### src/hw/rtl/lfu_pkg.sv
// Shared types and constants for the LFU replacement table.
// Used by the front end, the command queue, the engine and the top level.
package lfu_pkg;

	// Defaults for the top-level parameters.
	localparam int unsigned DEF_ENTRIES    = 16;
	localparam int unsigned DEF_DATA_WIDTH = 32;

	// Fixed field widths of the ports.
	localparam int unsigned OP_W      = 2;
	localparam int unsigned SLOT_W    = 4;
	localparam int unsigned PAYLOAD_W = 32;
	localparam int unsigned COUNT_W   = 16;
	localparam int unsigned STAMP_W   = 32;
	localparam int unsigned STATUS_W  = 2;

	localparam logic [COUNT_W-1:0] COUNT_MAX = '1;

	// Operation codes on the op port.
	localparam logic [OP_W-1:0] OP_INSERT = 2'd0;
	localparam logic [OP_W-1:0] OP_HIT    = 2'd1;
	localparam logic [OP_W-1:0] OP_EVICT  = 2'd2;
	localparam logic [OP_W-1:0] OP_NOP    = 2'd3;

	// Status codes on the status port.
	localparam logic [STATUS_W-1:0] ST_OK        = 2'd0;
	localparam logic [STATUS_W-1:0] ST_FULL      = 2'd1;
	localparam logic [STATUS_W-1:0] ST_EMPTY     = 2'd2;
	localparam logic [STATUS_W-1:0] ST_BAD_SLOT  = 2'd3;

	// Command kinds after classification in the front end.
	typedef enum logic [1:0] {
		K_INSERT = 2'd0,
		K_HIT    = 2'd1,
		K_EVICT  = 2'd2,
		K_REJECT = 2'd3
	} cmd_kind_t;

	// One queued command.
	typedef struct packed {
		cmd_kind_t             kind;
		logic [SLOT_W-1:0]     slot;
		logic [PAYLOAD_W-1:0]  payload;
	} cmd_t;

	// One result word.
	typedef struct packed {
		logic [SLOT_W-1:0]     slot;
		logic [PAYLOAD_W-1:0]  payload;
		logic [COUNT_W-1:0]    count;
		logic [STATUS_W-1:0]   status;
	} res_t;

endpackage

### src/hw/rtl/lfu_front.sv
// Front end of the LFU table: takes input words and classifies them into commands.
// Depends on lfu_pkg for the command type and the operation codes.
module lfu_front #(
	parameter int unsigned ENTRIES = lfu_pkg::DEF_ENTRIES
) (
	input  logic                         in_valid,
	output logic                         in_ready,
	input  logic [lfu_pkg::OP_W-1:0]      op,
	input  logic [lfu_pkg::SLOT_W-1:0]    slot,
	input  logic [lfu_pkg::PAYLOAD_W-1:0] payload,
	input  logic                         q_full,
	output logic                         q_push,
	output lfu_pkg::cmd_t                q_cmd
);
	import lfu_pkg::*;

	// A word is taken whenever the queue has room; no-op words are dropped here.
	assign in_ready = !q_full;
	assign q_push   = in_valid && !q_full && (op != OP_NOP);

	// Classify the operation; a hit on a slot beyond the table is rejected up front.
	always_comb begin
		q_cmd.slot    = slot;
		q_cmd.payload = payload;
		priority if (op == OP_INSERT) begin
			q_cmd.kind = K_INSERT;
		end else if (op == OP_EVICT) begin
			q_cmd.kind = K_EVICT;
		end else if (32'(slot) >= 32'(ENTRIES)) begin
			q_cmd.kind = K_REJECT;
		end else begin
			q_cmd.kind = K_HIT;
		end
	end

endmodule

### src/hw/rtl/lfu_cmd_fifo.sv
// Two-entry command queue between the front end and the engine.
// Depends on lfu_pkg for the command type.
module lfu_cmd_fifo (
	input  logic          clk,
	input  logic          arst_n,
	input  logic          push,
	input  lfu_pkg::cmd_t push_cmd,
	output logic          full,
	input  logic          pop,
	output logic          not_empty,
	output lfu_pkg::cmd_t head
);
	import lfu_pkg::*;

	cmd_t       slots_q [2];
	logic       wr_ptr_q;
	logic       rd_ptr_q;
	logic [1:0] cnt_q;

	assign full      = (cnt_q == 2'd2);
	assign not_empty = (cnt_q != 2'd0);
	assign head      = slots_q[rd_ptr_q];

	// Storage for the queued commands.
	always_ff @(posedge clk) begin
		if (push) begin
			slots_q[wr_ptr_q] <= push_cmd;
		end
	end

	// Pointers and fill count.
	always_ff @(posedge clk or negedge arst_n) begin
		if (!arst_n) begin
			wr_ptr_q <= 1'b0;
			rd_ptr_q <= 1'b0;
			cnt_q    <= 2'd0;
		end else begin
			if (push) begin
				wr_ptr_q <= !wr_ptr_q;
			end
			if (pop) begin
				rd_ptr_q <= !rd_ptr_q;
			end
			if (push && !pop) begin
				cnt_q <= cnt_q + 2'd1;
			end else if (pop && !push) begin
				cnt_q <= cnt_q - 2'd1;
			end
		end
	end

endmodule

### src/hw/rtl/lfu_engine.sv
// Back end of the LFU table: entry memory, slot scan, hit update and result staging.
// Depends on lfu_pkg for the command and result types and the status codes.
module lfu_engine #(
	parameter int unsigned ENTRIES    = lfu_pkg::DEF_ENTRIES,
	parameter int unsigned DATA_WIDTH = lfu_pkg::DEF_DATA_WIDTH
) (
	input  logic          clk,
	input  logic          arst_n,
	input  logic          cmd_valid,
	input  lfu_pkg::cmd_t cmd,
	output logic          cmd_pop,
	output logic          res_valid,
	input  logic          res_ready,
	output lfu_pkg::res_t res
);
	import lfu_pkg::*;

	localparam int unsigned IDX_W     = $clog2(ENTRIES);
	localparam int unsigned STAMP_LSB = DATA_WIDTH;
	localparam int unsigned COUNT_LSB = DATA_WIDTH + STAMP_W;
	localparam int unsigned VALID_POS = DATA_WIDTH + STAMP_W + COUNT_W;
	localparam int unsigned WORD_W    = VALID_POS + 1;
	localparam logic [IDX_W-1:0] LAST_IDX = IDX_W'(ENTRIES - 1);

	typedef enum logic [6:0] {
		S_CLEAR  = 7'b0000001,
		S_IDLE   = 7'b0000010,
		S_SCAN   = 7'b0000100,
		S_DRAIN  = 7'b0001000,
		S_HIT_RD = 7'b0010000,
		S_COMMIT = 7'b0100000,
		S_RESP   = 7'b1000000
	} eng_state_t;

	// Wrap-aware age compare: a is older than b when a - b is negative.
	function automatic logic stamp_older(input logic [STAMP_W-1:0] a,
			input logic [STAMP_W-1:0] b);
		logic [STAMP_W-1:0] diff;
		begin
			diff = a - b;
			return diff[STAMP_W-1];
		end
	endfunction

	eng_state_t           state_q;
	cmd_t                 cmd_q;
	logic [IDX_W-1:0]     scan_addr_q;
	logic                 scan_vld_s1;
	logic [IDX_W-1:0]     rd_idx_s1;
	logic [STAMP_W-1:0]   seq_q;
	res_t                 res_q;
	res_t                 res_d;

	logic [WORD_W-1:0]    mem [ENTRIES];
	logic [WORD_W-1:0]    rd_q;
	logic [IDX_W-1:0]     rd_addr;
	logic                 wr_en;
	logic [IDX_W-1:0]     wr_addr;
	logic [WORD_W-1:0]    wr_data;
	logic                 seq_adv;

	// Best eviction candidate and first free slot seen by the scan.
	logic                 best_found_q;
	logic [IDX_W-1:0]     best_idx_q;
	logic [COUNT_W-1:0]   best_cnt_q;
	logic [STAMP_W-1:0]   best_stamp_q;
	logic [DATA_WIDTH-1:0] best_data_q;
	logic                 free_found_q;
	logic [IDX_W-1:0]     free_idx_q;

	// Fields of the word that was read last.
	logic                  r_valid;
	logic [COUNT_W-1:0]    r_cnt;
	logic [STAMP_W-1:0]    r_stamp;
	logic [DATA_WIDTH-1:0] r_data;
	logic [COUNT_W-1:0]    hit_cnt;
	logic [IDX_W-1:0]      hit_idx;

	assign r_valid = rd_q[VALID_POS];
	assign r_cnt   = rd_q[VALID_POS-1:COUNT_LSB];
	assign r_stamp = rd_q[COUNT_LSB-1:STAMP_LSB];
	assign r_data  = rd_q[DATA_WIDTH-1:0];
	assign hit_cnt = (r_cnt == COUNT_MAX) ? r_cnt : r_cnt + 16'd1;
	assign hit_idx = IDX_W'(cmd_q.slot);

	assign cmd_pop   = (state_q == S_IDLE) && cmd_valid;
	assign res_valid = (state_q == S_RESP);
	assign res       = res_q;

	// Entry memory: one write port and one registered read port.
	always_ff @(posedge clk) begin
		if (wr_en) begin
			mem[wr_addr] <= wr_data;
		end
		rd_q <= mem[rd_addr];
	end

	// Read address: the hit slot in the hit read step, the scan pointer otherwise.
	assign rd_addr = (state_q == S_HIT_RD) ? hit_idx : scan_addr_q;

	// Write port (clearing pass and commit step) and result of the commit step.
	always_comb begin
		wr_en   = 1'b0;
		wr_addr = scan_addr_q;
		wr_data = '0;
		seq_adv = 1'b0;
		res_d   = '0;
		if (state_q == S_CLEAR) begin
			wr_en = 1'b1;
		end else if (state_q == S_COMMIT) begin
			unique case (cmd_q.kind)
				K_INSERT: begin
					if (free_found_q) begin
						wr_en   = 1'b1;
						wr_addr = free_idx_q;
						wr_data = {1'b1, 16'd1, seq_q, DATA_WIDTH'(cmd_q.payload)};
						seq_adv = 1'b1;
						res_d.slot  = SLOT_W'(free_idx_q);
						res_d.count = 16'd1;
						res_d.status = ST_OK;
					end else begin
						res_d.status = ST_FULL;
					end
				end
				K_HIT: begin
					if (r_valid) begin
						wr_en   = 1'b1;
						wr_addr = hit_idx;
						wr_data = {1'b1, hit_cnt, seq_q, r_data};
						seq_adv = 1'b1;
						res_d.slot   = cmd_q.slot;
						res_d.count  = hit_cnt;
						res_d.status = ST_OK;
					end else begin
						res_d.slot   = cmd_q.slot;
						res_d.status = ST_BAD_SLOT;
					end
				end
				K_EVICT: begin
					if (best_found_q) begin
						wr_en   = 1'b1;
						wr_addr = best_idx_q;
						wr_data = {1'b0, best_cnt_q, best_stamp_q, best_data_q};
						res_d.slot    = SLOT_W'(best_idx_q);
						res_d.payload = PAYLOAD_W'(best_data_q);
						res_d.count   = best_cnt_q;
						res_d.status  = ST_OK;
					end else begin
						res_d.status = ST_EMPTY;
					end
				end
				K_REJECT: begin
					res_d.slot   = cmd_q.slot;
					res_d.status = ST_BAD_SLOT;
				end
				default: begin
					res_d.status = ST_BAD_SLOT;
				end
			endcase
		end
	end

	// Sequencer: clearing pass, command intake, scan, commit and result hand-off.
	always_ff @(posedge clk or negedge arst_n) begin
		if (!arst_n) begin
			state_q     <= S_CLEAR;
			scan_addr_q <= '0;
			scan_vld_s1 <= 1'b0;
			seq_q       <= '0;
		end else begin
			scan_vld_s1 <= (state_q == S_SCAN);
			if (seq_adv) begin
				seq_q <= seq_q + 32'd1;
			end
			unique case (state_q)
				S_CLEAR: begin
					if (scan_addr_q == LAST_IDX) begin
						scan_addr_q <= '0;
						state_q     <= S_IDLE;
					end else begin
						scan_addr_q <= scan_addr_q + IDX_W'(1);
					end
				end
				S_IDLE: begin
					scan_addr_q <= '0;
					if (cmd_valid) begin
						unique case (cmd.kind)
							K_INSERT, K_EVICT: state_q <= S_SCAN;
							K_HIT:             state_q <= S_HIT_RD;
							K_REJECT:          state_q <= S_COMMIT;
							default:           state_q <= S_COMMIT;
						endcase
					end
				end
				S_SCAN: begin
					if (scan_addr_q == LAST_IDX) begin
						scan_addr_q <= '0;
						state_q     <= S_DRAIN;
					end else begin
						scan_addr_q <= scan_addr_q + IDX_W'(1);
					end
				end
				S_DRAIN:  state_q <= S_COMMIT;
				S_HIT_RD: state_q <= S_COMMIT;
				S_COMMIT: state_q <= S_RESP;
				S_RESP: begin
					if (res_ready) begin
						state_q <= S_IDLE;
					end
				end
				default: state_q <= S_CLEAR;
			endcase
		end
	end

	// Command and result holding registers.
	always_ff @(posedge clk) begin
		if (cmd_pop) begin
			cmd_q <= cmd;
		end
		if (state_q == S_COMMIT) begin
			res_q <= res_d;
		end
		rd_idx_s1 <= scan_addr_q;
	end

	// Scan step: track the first free slot and the least used, oldest valid entry.
	always_ff @(posedge clk or negedge arst_n) begin
		if (!arst_n) begin
			best_found_q <= 1'b0;
			free_found_q <= 1'b0;
		end else if (cmd_pop) begin
			best_found_q <= 1'b0;
			free_found_q <= 1'b0;
		end else if (scan_vld_s1) begin
			if (r_valid) begin
				if (!best_found_q || (r_cnt < best_cnt_q) ||
						((r_cnt == best_cnt_q) && stamp_older(r_stamp, best_stamp_q))) begin
					best_found_q <= 1'b1;
				end
			end else if (!free_found_q) begin
				free_found_q <= 1'b1;
			end
		end
	end

	always_ff @(posedge clk) begin
		if (scan_vld_s1) begin
			if (r_valid) begin
				if (!best_found_q || (r_cnt < best_cnt_q) ||
						((r_cnt == best_cnt_q) && stamp_older(r_stamp, best_stamp_q))) begin
					best_idx_q   <= rd_idx_s1;
					best_cnt_q   <= r_cnt;
					best_stamp_q <= r_stamp;
					best_data_q  <= r_data;
				end
			end else if (!free_found_q) begin
				free_idx_q <= rd_idx_s1;
			end
		end
	end

	// The stamp counter only moves after a write that leaves a valid entry.
	assert property (@(posedge clk) disable iff (!arst_n)
		!$stable(seq_q) |-> ($past(wr_en) && $past(wr_data[VALID_POS])))
		else $error("stamp counter advanced without a valid entry write");

	// A successful insert always reports a count of one.
	assert property (@(posedge clk) disable iff (!arst_n)
		(state_q == S_RESP && cmd_q.kind == K_INSERT && res_q.status == ST_OK)
		|-> (res_q.count == 16'd1))
		else $error("insert reported a count other than one");

	// An evicted entry always held a nonzero count.
	assert property (@(posedge clk) disable iff (!arst_n)
		(state_q == S_RESP && cmd_q.kind == K_EVICT && res_q.status == ST_OK)
		|-> (res_q.count != 16'd0))
		else $error("evicted entry had a zero count");

	// No command is taken during the clearing pass.
	assert property (@(posedge clk) disable iff (!arst_n)
		(state_q == S_CLEAR) |-> !cmd_pop)
		else $error("command taken during the clearing pass");

endmodule

### src/hw/rtl/lfu_replacement_policy.sv
// LFU replacement table with oldest-first tie break. Each word is classified on entry
// and queued; the engine then handles one command at a time against an entry memory
// with one write port and one registered read port. An insert or an evict scans every
// slot, one per cycle, then drains, commits and responds; a hit reads its slot, commits
// and responds; an invalid slot commits and responds. After reset the engine runs a
// clearing pass over every entry before it takes its first command; input words are
// still queued meanwhile (up to two). Results leave through an output register, so the
// next command proceeds while a result waits to be taken.
module lfu_replacement_policy #(
	parameter int unsigned ENTRIES    = lfu_pkg::DEF_ENTRIES,
	parameter int unsigned DATA_WIDTH = lfu_pkg::DEF_DATA_WIDTH
) (
	input  logic                          clk,
	input  logic                          arst_n,
	input  logic                          in_valid,
	output logic                          in_ready,
	input  logic [lfu_pkg::OP_W-1:0]       op,
	input  logic [lfu_pkg::SLOT_W-1:0]     slot,
	input  logic [lfu_pkg::PAYLOAD_W-1:0]  payload,
	output logic                          out_valid,
	input  logic                          out_ready,
	output logic [lfu_pkg::SLOT_W-1:0]     slot_out,
	output logic [lfu_pkg::PAYLOAD_W-1:0]  payload_out,
	output logic [lfu_pkg::COUNT_W-1:0]    count_out,
	output logic [lfu_pkg::STATUS_W-1:0]   status
);
	import lfu_pkg::*;

	logic q_push;
	logic q_full;
	logic q_pop;
	logic q_not_empty;
	cmd_t q_in;
	cmd_t q_head;
	logic res_valid;
	logic res_ready;
	res_t res;
	logic out_valid_q;
	res_t out_q;

	// Front end: accept and classify.
	lfu_front #(
		.ENTRIES(ENTRIES)
	) u_front (
		.in_valid (in_valid),
		.in_ready (in_ready),
		.op       (op),
		.slot     (slot),
		.payload  (payload),
		.q_full   (q_full),
		.q_push   (q_push),
		.q_cmd    (q_in)
	);

	// Command queue between front end and engine.
	lfu_cmd_fifo u_fifo (
		.clk       (clk),
		.arst_n    (arst_n),
		.push      (q_push),
		.push_cmd  (q_in),
		.full      (q_full),
		.pop       (q_pop),
		.not_empty (q_not_empty),
		.head      (q_head)
	);

	// Engine: entry memory and command execution.
	lfu_engine #(
		.ENTRIES    (ENTRIES),
		.DATA_WIDTH (DATA_WIDTH)
	) u_engine (
		.clk       (clk),
		.arst_n    (arst_n),
		.cmd_valid (q_not_empty),
		.cmd       (q_head),
		.cmd_pop   (q_pop),
		.res_valid (res_valid),
		.res_ready (res_ready),
		.res       (res)
	);

	// Output register: takes a result whenever it is empty or being drained.
	assign res_ready = !out_valid_q || out_ready;

	always_ff @(posedge clk or negedge arst_n) begin
		if (!arst_n) begin
			out_valid_q <= 1'b0;
		end else if (res_ready) begin
			out_valid_q <= res_valid;
		end
	end

	always_ff @(posedge clk) begin
		if (res_ready && res_valid) begin
			out_q <= res;
		end
	end

	assign out_valid   = out_valid_q;
	assign slot_out    = out_q.slot;
	assign payload_out = out_q.payload;
	assign count_out   = out_q.count;
	assign status      = out_q.status;

endmodule
### config.mk
export PLATFORM = sky130hd
export DESIGN_NAME = lfu_replacement_policy
export DESIGN_NICKNAME = d
export VERILOG_FILES = /design/src/hw/rtl/lfu_pkg.sv /design/src/hw/rtl/lfu_front.sv /design/src/hw/rtl/lfu_cmd_fifo.sv /design/src/hw/rtl/lfu_engine.sv /design/src/hw/rtl/lfu_replacement_policy.sv
export SDC_FILE = /design/constraint.sdc
export NUM_CORES = 2
export LEC_CHECK = 0
export BUFFER_PORTS_ARGS = -buffer_cell sky130_fd_sc_hd__buf_2
export CORE_MARGIN = 5
export CORE_UTILIZATION = 35
export DETAILED_ROUTE_END_ITERATION = 6
export HOLD_SLACK_MARGIN = 0.12
export PLACE_DENSITY = 0.51
export REMOVE_ABC_BUFFERS = 1
export SETUP_SLACK_MARGIN = 0.3
export SLEW_MARGIN = 10
export SYNTH_ARGS = -nofsm -noshare
export SYNTH_HDL_FRONTEND = slang
export SYNTH_SLANG_ARGS = --single-unit
### constraint.sdc
create_clock -name clk -period 9.5 [get_ports clk]
set_input_delay 0.95 -clock clk [delete_from_list [all_inputs] [get_ports clk]]
set_output_delay 0.95 -clock clk [all_outputs]
set_load 0.05 [all_outputs]
**After elaboration in Yosys (flattened, before gate mapping)**

Memories as Yosys holds them, arrays and structs flattened. A register that Yosys moved wholly into a read port is not among the register bits.
Index checks and enable logic that the tools add are counted.

- Memory bits (writable): 1372
- Input port bits: 42
- Logic and storage cells: 156
- Register bits after elaboration: 289
- Memories kept: 2

- Bitwise gates (word level): 4
- Reductions and logical operators: 36
- Mux-type cells: 56
- $lt $le $gt $ge: 1
- $add $sub $neg: 6
- Equality and inequality tests: 24

Memories:

| memory | words | width | rd ports | clocked after Yosys merged registers in | wr ports | RTL line | source |
|---|---|---|---|---|---|---|---|
| u_engine.mem | 16 | 81 | 1 | 1 | 1 | lfu_engine.sv:54 | `logic [WORD_W-1:0] mem [ENTRIES];` |
| u_fifo.slots_q | 2 | 38 | 1 | 0 | 1 | lfu_cmd_fifo.sv:15 | `cmd_t slots_q [2];` |

Operators with widths:

| kind | count |
|---|---|
| two-way mux 81 bit | 4 |
| case mux 81 bit (3 select lines) | 1 |
| two-way mux 80 bit | 1 |
| two-way mux 52 bit | 1 |
| case mux 16 bit (3 select lines) | 1 |
| case mux 7 bit (6 select lines) | 1 |
| adder 32 x 1 -> 32 bit, second input constant | 1 |
| two-way mux 16 bit | 2 |
| two-way mux 4 bit | 8 |
| subtractor 32 bit | 1 |
| two-way mux 7 bit | 4 |
| case mux 4 bit (3 select lines) | 2 |
| case mux 7 bit (3 select lines) | 1 |
| two-way mux 1 bit | 20 |
| adder 16 x 1 -> 16 bit, second input constant | 1 |
| == test 16 bit | 1 |
| == test 16 bit, second input constant | 1 |
| less-than comparator 16 bit | 1 |
| == test 2 bit, second input constant | 6 |
| two-way mux 2 bit | 6 |
| nonzero test 2 bit | 6 |
| AND reduction 3 bit | 3 |
| inequality test 2 bit, second input constant | 4 |
| case mux 2 bit (4 select lines) | 1 |
| other kinds (25) | 49 |

**Longest topological paths before layout**

- Depth in word-level cells: 8
- Gate-level depth with buffers: 12

**By module**

A second synthesis with hierarchy kept.

- Cells, all modules: 6052
- Area, all modules: 75374.8 um^2

By module, submodules not included:

| module | area an instance (um^2) | cells each | instances | sequential area each (um^2) |
|---|---|---|---|---|
| lfu_engine | 70425.0 | 5819 | 1 | 47176.5 |
| lfu_cmd_fifo | 2977.9 | 134 | 1 | 2382.3 |
| lfu_replacement_policy | 1675.4 | 58 | 1 | 1646.6 |
| lfu_front | 296.5 | 41 | 1 | 0.0 |

**Worst setup path before layout**

OpenSTA, ideal clock, no wires.

- Kind: reg2reg
- Start: register u_engine.best_stamp_q[2]
- End: register u_engine.best_cnt_q[0], enable pin
- Setup slack: 1.358 ns
- Cell stages (with the launch flop): 10
- Setup time: 0.642 ns
- Arrival: 7.500 ns
- Data required time: 8.858 ns
- Path buffers: 0
- Cells stage by stage: edfxtp_1 -> inv_1 -> ha_1 -> a21o_1 -> a31oi_1 -> o21ai_0 -> a311o_1 -> a31oi_1 -> xnor2_1 -> o21ai_0

- Longest elaborated chain between the ends: 4

Ends and longest elaborated chain:

| item | RTL line | source |
|---|---|---|
| start, declared | lfu_engine.sv:66 | `logic [STAMP_W-1:0] best_stamp_q;` |
| start signal, assigned | lfu_engine.sv:254 | `best_stamp_q <= r_stamp;` |
| subtractor 32 bit | lfu_engine.sv:40 | `diff = a - b;` |
| logical AND 1 bit | lfu_engine.sv:251 | `((r_cnt == best_cnt_q) && stamp_older(r_stamp, best_stamp_q))) begin` |
| logical OR 1 bit | lfu_engine.sv:250 | `if (!best_found_q \|\| (r_cnt < best_cnt_q) \|\|` |
| AND reduction 3 bit (no source line) | - |  |
| end signal, assigned | lfu_engine.sv:253 | `best_cnt_q <= r_cnt;` |
| end, declared | lfu_engine.sv:65 | `logic [COUNT_W-1:0] best_cnt_q;` |

Every way passes these cells.
A chain may end at the register's enable or synchronous reset.

**Worst setup path in the final report**

- Start: register u_engine.state_q[2]
- End: memory u_engine.mem[9][28] (netlist bit), enable pin

- Longest elaborated chain between the ends: 5
- Elaborated cells between the ends (all ways): 8

Ends and longest elaborated chain:

| item | RTL line | source |
|---|---|---|
| start, declared | lfu_engine.sv:45 | `eng_state_t state_q;` |
| start signal, assigned | lfu_engine.sv:166 | `state_q <= S_CLEAR;` |
| start signal, assigned | lfu_engine.sv:179 | `state_q <= S_IDLE;` |
| start signal, assigned | lfu_engine.sv:188 | `K_INSERT, K_EVICT: state_q <= S_SCAN;` |
| == test 7 x 6 -> 1 bit | lfu_engine.sv:110 | `end else if (state_q == S_COMMIT) begin` |
| two-way mux 1 bit | lfu_engine.sv:110 |  |
| two-way mux 1 bit | lfu_engine.sv:108 | `if (state_q == S_CLEAR) begin` |
| two-way mux 1 bit | lfu_engine.sv:92 | `if (wr_en) begin` |
| two-way mux 1 bit (implied by the code) | lfu_engine.sv:93 | `mem[wr_addr] <= wr_data;` |
| end, declared | lfu_engine.sv:54 |  |

Parallel ways exist; a longest one is shown, timed or not.

==> out/summary.txt <==
port bufs - 97
WL final - 220 mm
Clock Skew - 0.0374 ns
Tot GR Track Use - 19.0%
HPWL after DPL - 119 mm
highest clock rate - 0.179 GHz
Switching Fraction - 34.4%
clk buf depth - 3
post-synthesis sequential area ratio - 68.0%
setup repair after global routing missed its margin - no
max-slew violation count - 0
PD cells - 277 nW/um^2
clock sink count - 1742
H-tree depth - 4
row count - 170
Critical Path Fanout Max - 43
Cells after Synth - 6018
Initial Util - 35.1%
slowest stage delay, CP - 0.81 ns
layout cells sized above 1 - 9.23%
Finish-stage setup viols - 0
post-CTS setup buffer count - 0
Logic pwr share - 28.5%
relative slew slack - 11.7%
Worst-Skew Late Latency - 0.82 ns
Synth top area share - 64.1%
Synth area leaders - edfxtp_1, nand2_1, a21oi_1
Die Wd - 474 um
DRC - 0
fraction of registers with async set/reset - 2.93%
# resized after CTS - 0
via count of the first global-routing pass - 49400
worst-margin pin slew - 1.32 ns
CTS tree - yes
Peak VDD IR - 0.232 mV
Critical Path AT - 6.01 ns
power share of the clock group - 30.1%
DR vias/cell - 5.68
Psw - 8.07 mW
placed insts - 8596
antenna viol nets, final - 0
crit end category - flop
first-pass GRT wire length - 323 mm
CTS Root Cell - clkbuf_16
core area - 214000 sq um
DRT iter0 DRCs - 4675
worst path cell trace - nand2b_1 -> or3_2 -> buf_4 -> nand3_4 -> nor2_1 -> o221a_2 -> nand2_1 -> nor2_4 -> buf_4 -> buf_4
Reg clk slew, reported paths - 0.06 ns
Chip Height - 474 um
Final WS setup - 3.91 ns
setup_tns - 0 ns
HP Class - input port to flop
io pins - 98
Mapped Avg Cell Area - 12.5 sq um
Cell variety after synth - 70
sequential power share - 41.5%
Post-synth top flop - edfxtp_1
Routed WL per cell - 24.6 um
FILL cells - 20000
Startpoint Class - flop
Non-Filler Instances - 8939
Final Hold Fails - 0
Post-synth EDFFs - 1606
total congestion overflow - 0
total CTS buffers - 183
Max-Cap Viols - 0
crit-path most repeated cell - buf_4
critical path type - flop to flop
status - complete, no violations
cell internal pwr - 15.4 mW
count leader, synth - edfxtp_1
die area - 224000 sq um
Pwr Total - 23.4 mW
period utilization - 58.9%
synthesis-to-finish area growth - 12.4%
synthesized area - 75300 sq um
Pleak - 29.6 nW
Final GP Congestion - 0.774
Pre-antenna DRT Iters - 6
synthesized flop and latch total - 1742
Yosys Warn Count - 0
Worst path slowest cell - nand3_4
post-layout util - 39.5%
via count - 50700
initial antenna violation count - 11
pre-CTS WS - 3.86 ns
Period minus WS final - 5.59 ns
nets - 6036
largest net degree at the start of global routing - 221
Worst Path Required - 9.92 ns
area leader, netlist - edfxtp_1
synth cell count leaders - edfxtp_1, nand2_1, a21oi_1
## metal layers
layer	vias to the layer above	part of all wire, %	global-route usage [%]
met2	1741	47	31.3
met1	25800	44	25.7
met4	0	3.5	6.99
met3	384	5.4	2.54
li1	22900	-	-
met5	-	0	0
## sequential cells by signal (all words and copies together) (netlist names), 32 cells and up
register,flops
payload_out,32
u_engine.best_data_q,32
u_engine.best_stamp_q,32
u_engine.cmd_q,34
u_engine.mem,1296
u_engine.rd_q,81
u_engine.res,54
u_engine.seq_q,32
u_fifo.slots_q,76
## cell usage in the layout (no fill, tap or decap), drive strengths merged, types with 6 or more instances in the layout
master  netlist  layout
a211oi       82      82
o211ai       84      84
mux2         40      40
xor2         18      18
a22oi        35      35
a21o         87      87
a222oi       38      38
a32oi        83      83
a21oi       361     361
ha           50      50
a21boi       81      81
nand2       717     717
nor2        301     301
and2          6       6
a31oi        91      91
o311a        81      81
dfxtp        85      85
o21a         83      83
clkinv        0      74
nand2b        6       6
nand4       103     103
dfrtp        50      50
and3         40      40
o21ai       183     183
xnor2        32      32
mux2i        86      86
nand3       272     272
or3         166     166
clkbuf      329     248
nor2b        86      86
buf         132     201
o22ai       162     162
bufinv        0      10
nor3         94      94
a311oi       81      81
edfxtp     1606    1606
inv         222     227
## area by class of cell
cell class              count  area [sq um]  area share, %
repair buffers            202          1430           1.69
clock buffers             248          5080           6.00
multi-input cells        3593         21600           25.6
diodes                      2          5.00        0.00592
well taps                2838          3550           4.20
clock inverters            92           838          0.991
flip-flops and latches   1742         51200           60.5
inverters                 222           845          0.998
## worst max-delay path: cells and delay by family, from the launching register on
kind	cells	cell delay, ns
simple gates	6	2.51
compound gates	1	0.28
flops	1	0.49
buf+inv	3	1.81
## kinds of logic after synthesis
logic type | after synthesis | share of synthesized area, %
fa+ha+maj | 50 | 0.831
mux | 126 | 1.78
simple gates | 1813 | 11.1
flops | 1742 | 68.0
buf+inv | 683 | 3.63
compound gates | 1554 | 14.0
xor+xnor | 50 | 0.582
## through the flow
step                hold WS (ns)  instance area (sq um)
finish                     0.324                  84600
global route               0.266                  84600
CTS                        0.249                  84600
detailed placement         0.405                  78600
global placement           0.405                  78600
floorplan                  0.400                  73400
## path summary, 6_finish.rpt
| check | startpoint | end | slack [ns] | depth (start not counted) |
|---|---|---|---|---|
| setup / recovery | u_engine.state_q[2]$_DFFE_PN0P_ | u_engine.mem[9][28]$_DFFE_PP_ | 3.91 | 10 |
| hold / removal | payload[11] | u_fifo.slots_q[0][11]$_DFFE_PP_ | 0.32 | 1 |
| setup reg to reg | u_engine.state_q[2]$_DFFE_PN0P_ | u_engine.mem[9][28]$_DFFE_PP_ | 3.91 | 10 |
| hold reg to reg | u_engine.res[42]$_SDFFCE_PP0N_ | payload_out[24]$_DFFE_PP_ | 0.42 | 0 |
| max in group asynchronous | arst_n | u_engine.scan_addr_q[1]$_DFFE_PN0P_ | 7.83 | 3 |
| min in group asynchronous | arst_n | u_engine.seq_q[5]$_DFFE_PN0P_ | 0.54 | 2 |
## power groups by stage
stage	Sequential [mW]	Combinational, mW	Clock, mW
finish	9.72	6.67	7.04
global route	9.78	7.26	7.54
CTS	9.72	6.72	7.21
detailed placement	9.87	6.70	0
global placement	9.87	6.58	0
floorplan	9.90	4.78	0
## timing repair
item,4_1_cts,5_1_grt
setup endpoints to repair,0,0
hold buffers,1,0
hold endpoints to repair,8,0
(Power assumes the default switching activity.)
